<file path="config.mk">
export PLATFORM = sky130hd
export DESIGN_NAME = max_drawdown_tracker_core_flat
export DESIGN_NICKNAME = d
export VERILOG_FILES = /design/src/hw/rtl/mdd_pkg.sv /design/src/hw/rtl/mdd_in_if.sv /design/src/hw/rtl/mdd_out_if.sv /design/src/hw/rtl/mdd_update.sv /design/src/hw/rtl/max_drawdown_tracker_core.sv /design/src/flat_wrapper.sv
export SDC_FILE = /design/constraint.sdc
export NUM_CORES = 1
export LEC_CHECK = 0
export BUFFER_PORTS_ARGS = -buffer_cell sky130_fd_sc_hd__clkbuf_2
export CAP_MARGIN = 20
export CORE_ASPECT_RATIO = 2
export CORE_MARGIN = 3
export CORE_UTILIZATION = 30
export CTS_CLUSTER_SIZE = 40
export DETAILED_ROUTE_END_ITERATION = 10
export GPL_ROUTABILITY_DRIVEN = 0
export MAX_ROUTING_LAYER = met4
export PLACE_DENSITY = 0.44
export REMOVE_ABC_BUFFERS = 1
export SKIP_CTS_REPAIR_TIMING = 1
export SLEW_MARGIN = 5
export SYNTH_ARGS = -nofsm -noshare
export SYNTH_HDL_FRONTEND = slang
export SYNTH_SLANG_ARGS = --single-unit
</file>
<file path="constraint.sdc">
create_clock -name clk -period 8.7 [get_ports clk]
set_input_delay 0.87 -clock clk [delete_from_list [all_inputs] [get_ports clk]]
set_output_delay 0.87 -clock clk [all_outputs]
set_load 0.05 [all_outputs]
</file>
<file path="src/hw/rtl/mdd_pkg.sv">
`default_nettype none

package mdd_pkg;

  localparam int PNL_WIDTH     = 32;
  localparam int STAMP_WIDTH   = 32;
  localparam int DD_OUT_WIDTH  = 48;
  localparam int DEF_SUM_WIDTH = 48;

  typedef logic [STAMP_WIDTH-1:0] stamp_t;

  // Per-series bookkeeping carried next to the sums.
  typedef struct packed {
    logic   pending_drop;
    logic   first_pending;
    logic   any_recovered;
    stamp_t peak_stamp;
    stamp_t begin_stamp;
    stamp_t return_stamp;
  } mdd_flags_t;

  localparam mdd_flags_t FLAGS_RESET = '{
    pending_drop:  1'b0,
    first_pending: 1'b1,
    any_recovered: 1'b0,
    peak_stamp:    '0,
    begin_stamp:   '0,
    return_stamp:  '0
  };

endpackage

`default_nettype wire

</file>
<file path="src/hw/rtl/mdd_in_if.sv">
`default_nettype none

interface mdd_in_if;
  logic                                   valid;
  logic                                   ready;
  logic signed [mdd_pkg::PNL_WIDTH-1:0]   pnl_delta;
  logic        [mdd_pkg::STAMP_WIDTH-1:0] stamp;
  logic                                   series_start;

  modport source (output valid, pnl_delta, stamp, series_start, input ready);
  modport sink   (input valid, pnl_delta, stamp, series_start, output ready);
endinterface

`default_nettype wire

</file>
<file path="src/hw/rtl/mdd_out_if.sv">
`default_nettype none

interface mdd_out_if;
  logic                                    valid;
  logic                                    ready;
  logic [mdd_pkg::DD_OUT_WIDTH-1:0]        max_drawdown;
  logic                                    recovered;
  logic [mdd_pkg::STAMP_WIDTH-1:0]         drop_begin;
  logic [mdd_pkg::STAMP_WIDTH-1:0]         drop_return;

  modport source (output valid, max_drawdown, recovered, drop_begin, drop_return,
                  input ready);
  modport sink   (input valid, max_drawdown, recovered, drop_begin, drop_return,
                  output ready);
endinterface

`default_nettype wire

</file>
<file path="src/hw/rtl/mdd_update.sv">
`default_nettype none

module mdd_update #(
  parameter int SUM_WIDTH = mdd_pkg::DEF_SUM_WIDTH
) (
  input  wire logic                                  start,
  input  wire logic signed [mdd_pkg::PNL_WIDTH-1:0]  pnl_delta,
  input  wire mdd_pkg::stamp_t                       stamp,
  input  wire logic signed [SUM_WIDTH-1:0]           equity,
  input  wire logic signed [SUM_WIDTH-1:0]           peak,
  input  wire logic signed [SUM_WIDTH-1:0]           trough,
  input  wire logic        [SUM_WIDTH-1:0]           deepest,
  input  wire mdd_pkg::mdd_flags_t                   flags,
  output logic signed      [SUM_WIDTH-1:0]           equity_nxt,
  output logic signed      [SUM_WIDTH-1:0]           peak_nxt,
  output logic signed      [SUM_WIDTH-1:0]           trough_nxt,
  output logic             [SUM_WIDTH-1:0]           deepest_nxt,
  output mdd_pkg::mdd_flags_t                        flags_nxt,
  output logic [mdd_pkg::DD_OUT_WIDTH-1:0]           dd_out
);

  localparam int W = SUM_WIDTH;
  localparam logic signed [W-1:0] SUM_MAX = {1'b0, {(W-1){1'b1}}};
  localparam logic signed [W-1:0] SUM_MIN = {1'b1, {(W-1){1'b0}}};

  logic signed [W-1:0] eq_b;
  logic signed [W-1:0] peak_b;
  logic signed [W-1:0] trough_b;
  logic        [W-1:0] deep_b;
  mdd_pkg::mdd_flags_t flags_b;
  logic signed [W:0]   sum_x;
  logic        [W-1:0] drop;

  always_comb begin
    // series start: process against the post-reset state
    eq_b     = start ? '0 : equity;
    peak_b   = start ? '0 : peak;
    trough_b = start ? '0 : trough;
    deep_b   = start ? '0 : deepest;
    flags_b  = start ? mdd_pkg::FLAGS_RESET : flags;

    if (flags_b.first_pending) begin
      flags_b.peak_stamp = stamp;
    end
    flags_b.first_pending = 1'b0;

    sum_x = (W+1)'(eq_b) + (W+1)'(pnl_delta);
    if (sum_x[W] != sum_x[W-1]) begin
      equity_nxt = sum_x[W] ? SUM_MIN : SUM_MAX;
    end else begin
      equity_nxt = sum_x[W-1:0];
    end

    peak_nxt    = peak_b;
    trough_nxt  = trough_b;
    deepest_nxt = deep_b;
    flags_nxt   = flags_b;
    drop        = $unsigned(peak_b) - $unsigned(equity_nxt);

    if (equity_nxt > peak_b) begin
      peak_nxt   = equity_nxt;
      trough_nxt = equity_nxt;
      if (flags_b.pending_drop) begin
        flags_nxt.begin_stamp   = flags_b.peak_stamp;
        flags_nxt.return_stamp  = stamp;
        flags_nxt.pending_drop  = 1'b0;
        flags_nxt.any_recovered = 1'b1;
      end
      flags_nxt.peak_stamp = stamp;
    end else if (trough_b > equity_nxt) begin
      trough_nxt = equity_nxt;
      if (drop > deep_b) begin
        deepest_nxt            = drop;
        flags_nxt.pending_drop = 1'b1;
      end
    end
  end

  generate
    if (W > mdd_pkg::DD_OUT_WIDTH) begin : g_dd_sat
      assign dd_out = (|deepest_nxt[W-1:mdd_pkg::DD_OUT_WIDTH]) ? '1
                    : deepest_nxt[mdd_pkg::DD_OUT_WIDTH-1:0];
    end else begin : g_dd_ext
      assign dd_out = mdd_pkg::DD_OUT_WIDTH'(deepest_nxt);
    end
  endgenerate

endmodule

`default_nettype wire

</file>
<file path="src/hw/rtl/max_drawdown_tracker_core.sv">
`default_nettype none

// Channel  Dir  Payload                                              Transfer
// in_chan  in   pnl_delta[31:0] s, stamp[31:0], series_start         valid & ready
// out_chan out  max_drawdown[47:0], recovered, drop_begin[31:0],     valid & ready
//               drop_return[31:0]
//
// One item per cycle sustained while out_chan is not stalled; each item passes
// through the input register and then the result register. The rate is set by the
// state update (one saturating add, compares, one subtract), which is combinational
// from the input register to the result register. Synchronous active-low reset
// clears the valid flags and the series state. A stalled output holds the item in
// the input register and in_chan.ready drops only when both registers are full.

module max_drawdown_tracker_core #(
  parameter int SUM_WIDTH = mdd_pkg::DEF_SUM_WIDTH
) (
  input  wire logic clk,
  input  wire logic rst_n,
  mdd_in_if.sink    in_chan,
  mdd_out_if.source out_chan
);

  localparam int W = SUM_WIDTH;

  // input register
  logic                                  s1_valid_r;
  logic signed [mdd_pkg::PNL_WIDTH-1:0]  s1_delta_r;
  mdd_pkg::stamp_t                       s1_stamp_r;
  logic                                  s1_start_r;

  // series state
  logic signed [W-1:0] equity_r, peak_r, trough_r;
  logic        [W-1:0] deepest_r;
  mdd_pkg::mdd_flags_t flags_r;

  logic signed [W-1:0] equity_nxt, peak_nxt, trough_nxt;
  logic        [W-1:0] deepest_nxt;
  mdd_pkg::mdd_flags_t flags_nxt;
  logic [mdd_pkg::DD_OUT_WIDTH-1:0] dd_nxt;

  // result register
  logic                              out_valid_r;
  logic [mdd_pkg::DD_OUT_WIDTH-1:0]  out_dd_r;
  logic                              out_rec_r;
  mdd_pkg::stamp_t                   out_begin_r;
  mdd_pkg::stamp_t                   out_return_r;

  logic adv;
  logic in_xfer;

  assign adv     = s1_valid_r && (!out_valid_r || out_chan.ready);
  assign in_chan.ready = !s1_valid_r || adv;
  assign in_xfer = in_chan.valid && in_chan.ready;

  mdd_update #(.SUM_WIDTH(SUM_WIDTH)) u_update (
    .start       (s1_start_r),
    .pnl_delta   (s1_delta_r),
    .stamp       (s1_stamp_r),
    .equity      (equity_r),
    .peak        (peak_r),
    .trough      (trough_r),
    .deepest     (deepest_r),
    .flags       (flags_r),
    .equity_nxt  (equity_nxt),
    .peak_nxt    (peak_nxt),
    .trough_nxt  (trough_nxt),
    .deepest_nxt (deepest_nxt),
    .flags_nxt   (flags_nxt),
    .dd_out      (dd_nxt)
  );

  always_ff @(posedge clk) begin
    if (!rst_n) begin
      s1_valid_r <= 1'b0;
    end else if (in_xfer) begin
      s1_valid_r <= 1'b1;
    end else if (adv) begin
      s1_valid_r <= 1'b0;
    end
  end

  always_ff @(posedge clk) begin
    if (in_xfer) begin
      s1_delta_r <= in_chan.pnl_delta;
      s1_stamp_r <= in_chan.stamp;
      s1_start_r <= in_chan.series_start;
    end
  end

  always_ff @(posedge clk) begin
    if (!rst_n) begin
      equity_r  <= '0;
      peak_r    <= '0;
      trough_r  <= '0;
      deepest_r <= '0;
      flags_r   <= mdd_pkg::FLAGS_RESET;
    end else if (adv) begin
      equity_r  <= equity_nxt;
      peak_r    <= peak_nxt;
      trough_r  <= trough_nxt;
      deepest_r <= deepest_nxt;
      flags_r   <= flags_nxt;
    end
  end

  always_ff @(posedge clk) begin
    if (!rst_n) begin
      out_valid_r <= 1'b0;
    end else if (adv) begin
      out_valid_r <= 1'b1;
    end else if (out_chan.ready) begin
      out_valid_r <= 1'b0;
    end
  end

  always_ff @(posedge clk) begin
    if (adv) begin
      out_dd_r     <= dd_nxt;
      out_rec_r    <= flags_nxt.any_recovered;
      out_begin_r  <= flags_nxt.begin_stamp;
      out_return_r <= flags_nxt.return_stamp;
    end
  end

  assign out_chan.valid        = out_valid_r;
  assign out_chan.max_drawdown = out_dd_r;
  assign out_chan.recovered    = out_rec_r;
  assign out_chan.drop_begin   = out_begin_r;
  assign out_chan.drop_return  = out_return_r;

  // peak only rises from zero
  a_peak_nonneg: assert property (@(posedge clk) disable iff (!rst_n)
    !peak_r[W-1])
    else $error("peak went negative");

  a_trough_le_peak: assert property (@(posedge clk) disable iff (!rst_n)
    trough_r <= peak_r)
    else $error("trough above peak");

  a_deepest_covers: assert property (@(posedge clk) disable iff (!rst_n)
    deepest_r >= ($unsigned(peak_r) - $unsigned(trough_r)))
    else $error("current drop exceeds deepest");

  a_deepest_mono: assert property (@(posedge clk) disable iff (!rst_n)
    adv && !s1_start_r |=> deepest_r >= $past(deepest_r))
    else $error("deepest fell within a series");

  a_hold_item: assert property (@(posedge clk) disable iff (!rst_n)
    s1_valid_r && !adv |=> s1_valid_r && $stable(s1_stamp_r))
    else $error("stalled item lost");

endmodule

`default_nettype wire

</file>
<file path="src/flat_wrapper.sv">
// flat-port wrapper written by rule: the top's interface ports become plain ports
module max_drawdown_tracker_core_flat 
#(
  parameter int SUM_WIDTH = mdd_pkg::DEF_SUM_WIDTH
)
  (clk, rst_n, in_chan_valid, in_chan_pnl_delta, in_chan_stamp, in_chan_series_start, in_chan_ready, out_chan_valid, out_chan_max_drawdown, out_chan_recovered, out_chan_drop_begin, out_chan_drop_return, out_chan_ready);
  mdd_in_if in_chan_i ();
  mdd_out_if out_chan_i ();
  input  wire logic clk;
  input  wire logic rst_n;
  input wire logic [$bits(in_chan_i.valid)-1:0] in_chan_valid;
  input wire logic [$bits(in_chan_i.pnl_delta)-1:0] in_chan_pnl_delta;
  input wire logic [$bits(in_chan_i.stamp)-1:0] in_chan_stamp;
  input wire logic [$bits(in_chan_i.series_start)-1:0] in_chan_series_start;
  output wire logic [$bits(in_chan_i.ready)-1:0] in_chan_ready;
  output wire logic [$bits(out_chan_i.valid)-1:0] out_chan_valid;
  output wire logic [$bits(out_chan_i.max_drawdown)-1:0] out_chan_max_drawdown;
  output wire logic [$bits(out_chan_i.recovered)-1:0] out_chan_recovered;
  output wire logic [$bits(out_chan_i.drop_begin)-1:0] out_chan_drop_begin;
  output wire logic [$bits(out_chan_i.drop_return)-1:0] out_chan_drop_return;
  input wire logic [$bits(out_chan_i.ready)-1:0] out_chan_ready;
  assign in_chan_i.valid = in_chan_valid;
  assign in_chan_i.pnl_delta = in_chan_pnl_delta;
  assign in_chan_i.stamp = in_chan_stamp;
  assign in_chan_i.series_start = in_chan_series_start;
  assign in_chan_ready = in_chan_i.ready;
  assign out_chan_valid = out_chan_i.valid;
  assign out_chan_max_drawdown = out_chan_i.max_drawdown;
  assign out_chan_recovered = out_chan_i.recovered;
  assign out_chan_drop_begin = out_chan_i.drop_begin;
  assign out_chan_drop_return = out_chan_i.drop_return;
  assign out_chan_i.ready = out_chan_ready;
  max_drawdown_tracker_core #(.SUM_WIDTH(SUM_WIDTH)) u_core (.clk(clk), .rst_n(rst_n), .in_chan(in_chan_i), .out_chan(out_chan_i));
endmodule
</file>
==> summary.txt <==
Worst setup path
  – Worst R2R Start: u_core.s1_start_r
  – CP max-delay cell: edfxtp_1
  – Worst Path Arrival: approximately 9000 ps
  – Required time worst endpoint: roughly 9000 ps
  – Critical Path Source: u_core.s1_start_r
  – WS Path Type: flip-flop to flip-flop
  – Worst Path Max Fanout: 6
  – Cell mode on critical path: buf_12
  – Max incr delay on CP: 470 ps
  – Critical Path End Type: flip-flop
  – Startpoint types: flip-flop

Clocking
  – CTS tree: yes
  – Clk Latency, worst-skew pair: approximately 630 ps
  – Clock transition at the registers of the reported paths: 70 ps
  – Clock sinks: ~470
  – Htree depth: 2
  – CTS root buf: clkbuf_16
  – Inserted Clock Buffers: 49
  – Clk buf depth: 3

Place
  – DP Area: 33600 um2
  – Placed insts: 4807
  – # port buffers: 183
  – Post-DP HPWL: 73.6 mm

Global routing
  – First-pass GRT wire length: ~150 mm
  – Vias in the first global route: approximately 26000
  – Grt total ovfl: 0
  – Initial antenna violation count: 1
  – GRT Total Usage: roughly 20%
  – Largest net degree at the start of global routing: ~120

STA
  – Final Hold Vio Count: 0
  – Fmax: about 0.12 GHz
  – Total negative setup slack: 0 ps
  – Slew HR: 31.5%
  – RSZ-0062 raised after global routing: yes
  – Worst-Margin Slew: between 1000 and 1500 ps
  – Setup Skew: between 20 and 30 ps
  – Final min period: between 8000 and 9000 ps
  – Fin. max-slew vios: 0
  – Part of the cycle the worst path needs: a little under 100%
  – Final Setup Violations: 0

Logic synthesis
  – Synth Warn #: 0
  – Post-Syn Area: about 28000 um2
  – Post-synthesis simple-gate area fraction: about 16%
  – Yosys reg bits: ~470
  – Synth Area in Compound Gates: ~23%
  – Post-Synthesis Cells: ~3100
  – Largest family of logic cells by synthesized area: compound AO/OA/AOI/OAI gates
  – Post-synthesis sequential area ratio: between 40 and 50%
  – Syn Area/Cell: between 9 and 10 um2
  – Post-synthesis mux area share: between 1.5 and 2%
  – Yosys cell types: 94
  – Async SR Flop Fraction: 0%
  – Synth Flop Type: dfxtp_1
  – EDFF count, synth: about 180
  – Post-Synth XOR/XNOR Area: under 10%
  – Post-Synth Adder-Cell Area: 11.0%

Floorplanning
  – Num ports: between 150 and 200
  – Initial core utilization: between 30% and 40%
  – CORE AREA: about 92000 um2
  – Core Rows: between 150 and 200
  – Full die area: about 97000 um2
  – Die Ht: 437 um
  – DIE WIDTH: 221 um

Layout
  – Synth-to-Final Area Change: 33.8%
  – Fin util: ~41%
  – Non-Filler Instances: slightly below 5000
  – Post-route cell area: ~37000 um2
  – Final net count: just over 4000
  – Layout cell share with drive strength beyond 1: ~29%
  – Fillcell total: ~9000

Outcome
  – Status: finished, final reports clean

Pwr
  – VDD IR-drop max: 148 uV
  – Tot Pwr: ~0.0070 W
  – Leakage power: roughly 16 nW
  – PD cells: 189 nW/um2

Run
  – Max-Cap Viols: 0

Detailed routing
  – DRC violation total after the first TritonRoute iteration: about 1400
  – Via count: between 20000 and 30000
  – First-pass detailed-route iteration total: 7
  – Routed Antenna Nets: 0
  – Number of vias per cell: 5.12
  – Total wire length: about 100 mm
  – DRC: 0
  – WL/cell: roughly 20 um

Min path
  – Min-Delay Startpoint: in_chan_stamp[4]
  – Hold Path Class: input port to flip-flop
-- routing by layer --
layer / share of wire (%) / up-vias / GRT usage [%] / wire (um)
li1: - / 12400 / - / -
met1: 36 / 12100 / 20.2 / 36300
met2: 53 / 628 / 37.3 / 53600
met3: 2.9 / 246 / 2.02 / 2930
met4: 7.4 / 0 / 10.7 / 7410
met5: 0 / - / - / 0
-- cell usage in the layout, fill, tap and decap left out, drive strengths merged, types with 7 or more instances in the layout --
cell type	count
and2	10
inv	146
a22o	42
nor2b	110
buf	586
a32oi	38
o2bb2ai	43
ha	239
mux2i	44
nor4	10
o21ai	227
and3	17
o21a	16
xnor2	52
dfxtp	293
nand2	347
nand3	53
o31ai	9
nor2	162
a31oi	15
nand4	43
a32o	9
xor2	33
a21o	65
a21oi	334
o2111ai	8
a221oi	24
a211oi	47
a21boi	8
nand2b	113
nor3	34
o21bai	24
o211ai	21
clkinv	16
clkbuf	257
and4	7
edfxtp	178
-- worst paths after layout --
kind / cells past startpoint / to / slack (ps)
max: 42 / u_core.out_chan.max_drawdown[0] / 50
min: 1 / u_core.s1_stamp_r[4] / 410
max reg2reg: 42 / u_core.out_chan.max_drawdown[0] / 50
min reg2reg: 2 / u_core.trough_r[15] / 440
-- sequential cells by signal (all words and copies together) (netlist names), 32 cells and up --
register	count
u_core.s1_delta_r	32
u_core.deepest_r	48
u_core.equity_r	48
u_core.peak_r	48
u_core.out_chan.drop_begin	32
u_core.out_chan.drop_return	32
u_core.s1_stamp_r	32
u_core.trough_r	48
u_core.out_chan.max_drawdown	48
u_core.flags_r	99
-- report_power, final --
group | switching (W) | internal [W] | total, W
Clock | 0.000989 | 0.00131 | 0.00230
Combinational | 0.00128 | 0.000982 | 0.00226
Sequential | 0.0000597 | 0.00241 | 0.00247
Total | 0.00233 | 0.00471 | 0.00703
-- stage by stage --
| step | hold WS, ps | worst slack, ps |
|---|---|---|
| floorplan | 417 | -5080 |
| global placement | 429 | -674 |
| detailed placement | 434 | -726 |
| CTS | 364 | -763 |
| global route | 385 | -280 |
| finish | 414 | 50.1 |
-- kinds of logic (layout without fill, tap and decap cells) --
kind of cell | Yosys count | count (layout)
AOI/OAI and AO/OA | 982 | 982
xor gates and xnor gates | 85 | 85
adders and majority gates | 243 | 243
buffers and inverters | 336 | 1010
DFF | 471 | 471
muxes | 46 | 46
other | 0 | 1
and+or+nand+nor | 924 | 924
-- synthesized netlist by cell type (17+ instances only) --
master / instances / area share (%)
a211oi_1: 44 / 1.2
nor2b_1: 110 / 2.5
nand4_1: 43 / 0.97
nand3_1: 53 / 0.95
nor3_1: 33 / 0.59
a221oi_1: 24 / 0.76
ha_1: 239 / 11
mux2i_1: 44 / 1.6
o21bai_1: 23 / 0.62
inv_1: 132 / 1.8
o2bb2ai_1: 43 / 1.4
clkbuf_1: 115 / 1.6
xnor2_1: 50 / 1.6
o211ai_1: 21 / 0.57
nand2_1: 344 / 4.6
xor2_1: 33 / 1.0
o21ai_0: 168 / 3.0
dfxtp_1: 293 / 21
a22o_1: 42 / 1.3
a21oi_1: 317 / 5.7
nor2_1: 161 / 2.2
a32oi_1: 38 / 1.2
and3_1: 17 / 0.38
o21ai_1: 57 / 1.0
nand2b_1: 113 / 2.5
buf_2: 53 / 0.95
a21o_1: 64 / 1.7
edfxtp_1: 178 / 19
-- critical path, delay by kind of cell, from the launching register on --
kind | cells | cell delay (ps)
buffers and inverters | 11 | 1650
flip-flops | 1 | 470
AND/OR/NAND/NOR | 11 | 1690
XOR/XNOR | 1 | 180
adder cells (fa/ha/maj) | 4 | 1190
AO/OA/AOI/OAI | 13 | 2570
multiplexers | 2 | 600
-- final cells by class --
class | instances | area, um2 | share of cell area [%]
Timing Repair Buffer | 778 | 6000 | 16.1
Sequential cell | 471 | 11200 | 30.1
Clock buffer | 65 | 1460 | 3.93
Tap cell | 1192 | 1490 | 4.01
Antenna cell | 1 | 2.50 | 0.00672
Clock inverter | 25 | 283 | 0.760
Multi-Input combinational cell | 2280 | 16200 | 43.6
Inverter | 142 | 543 | 1.46
Power figures use the tool's default switching activity.
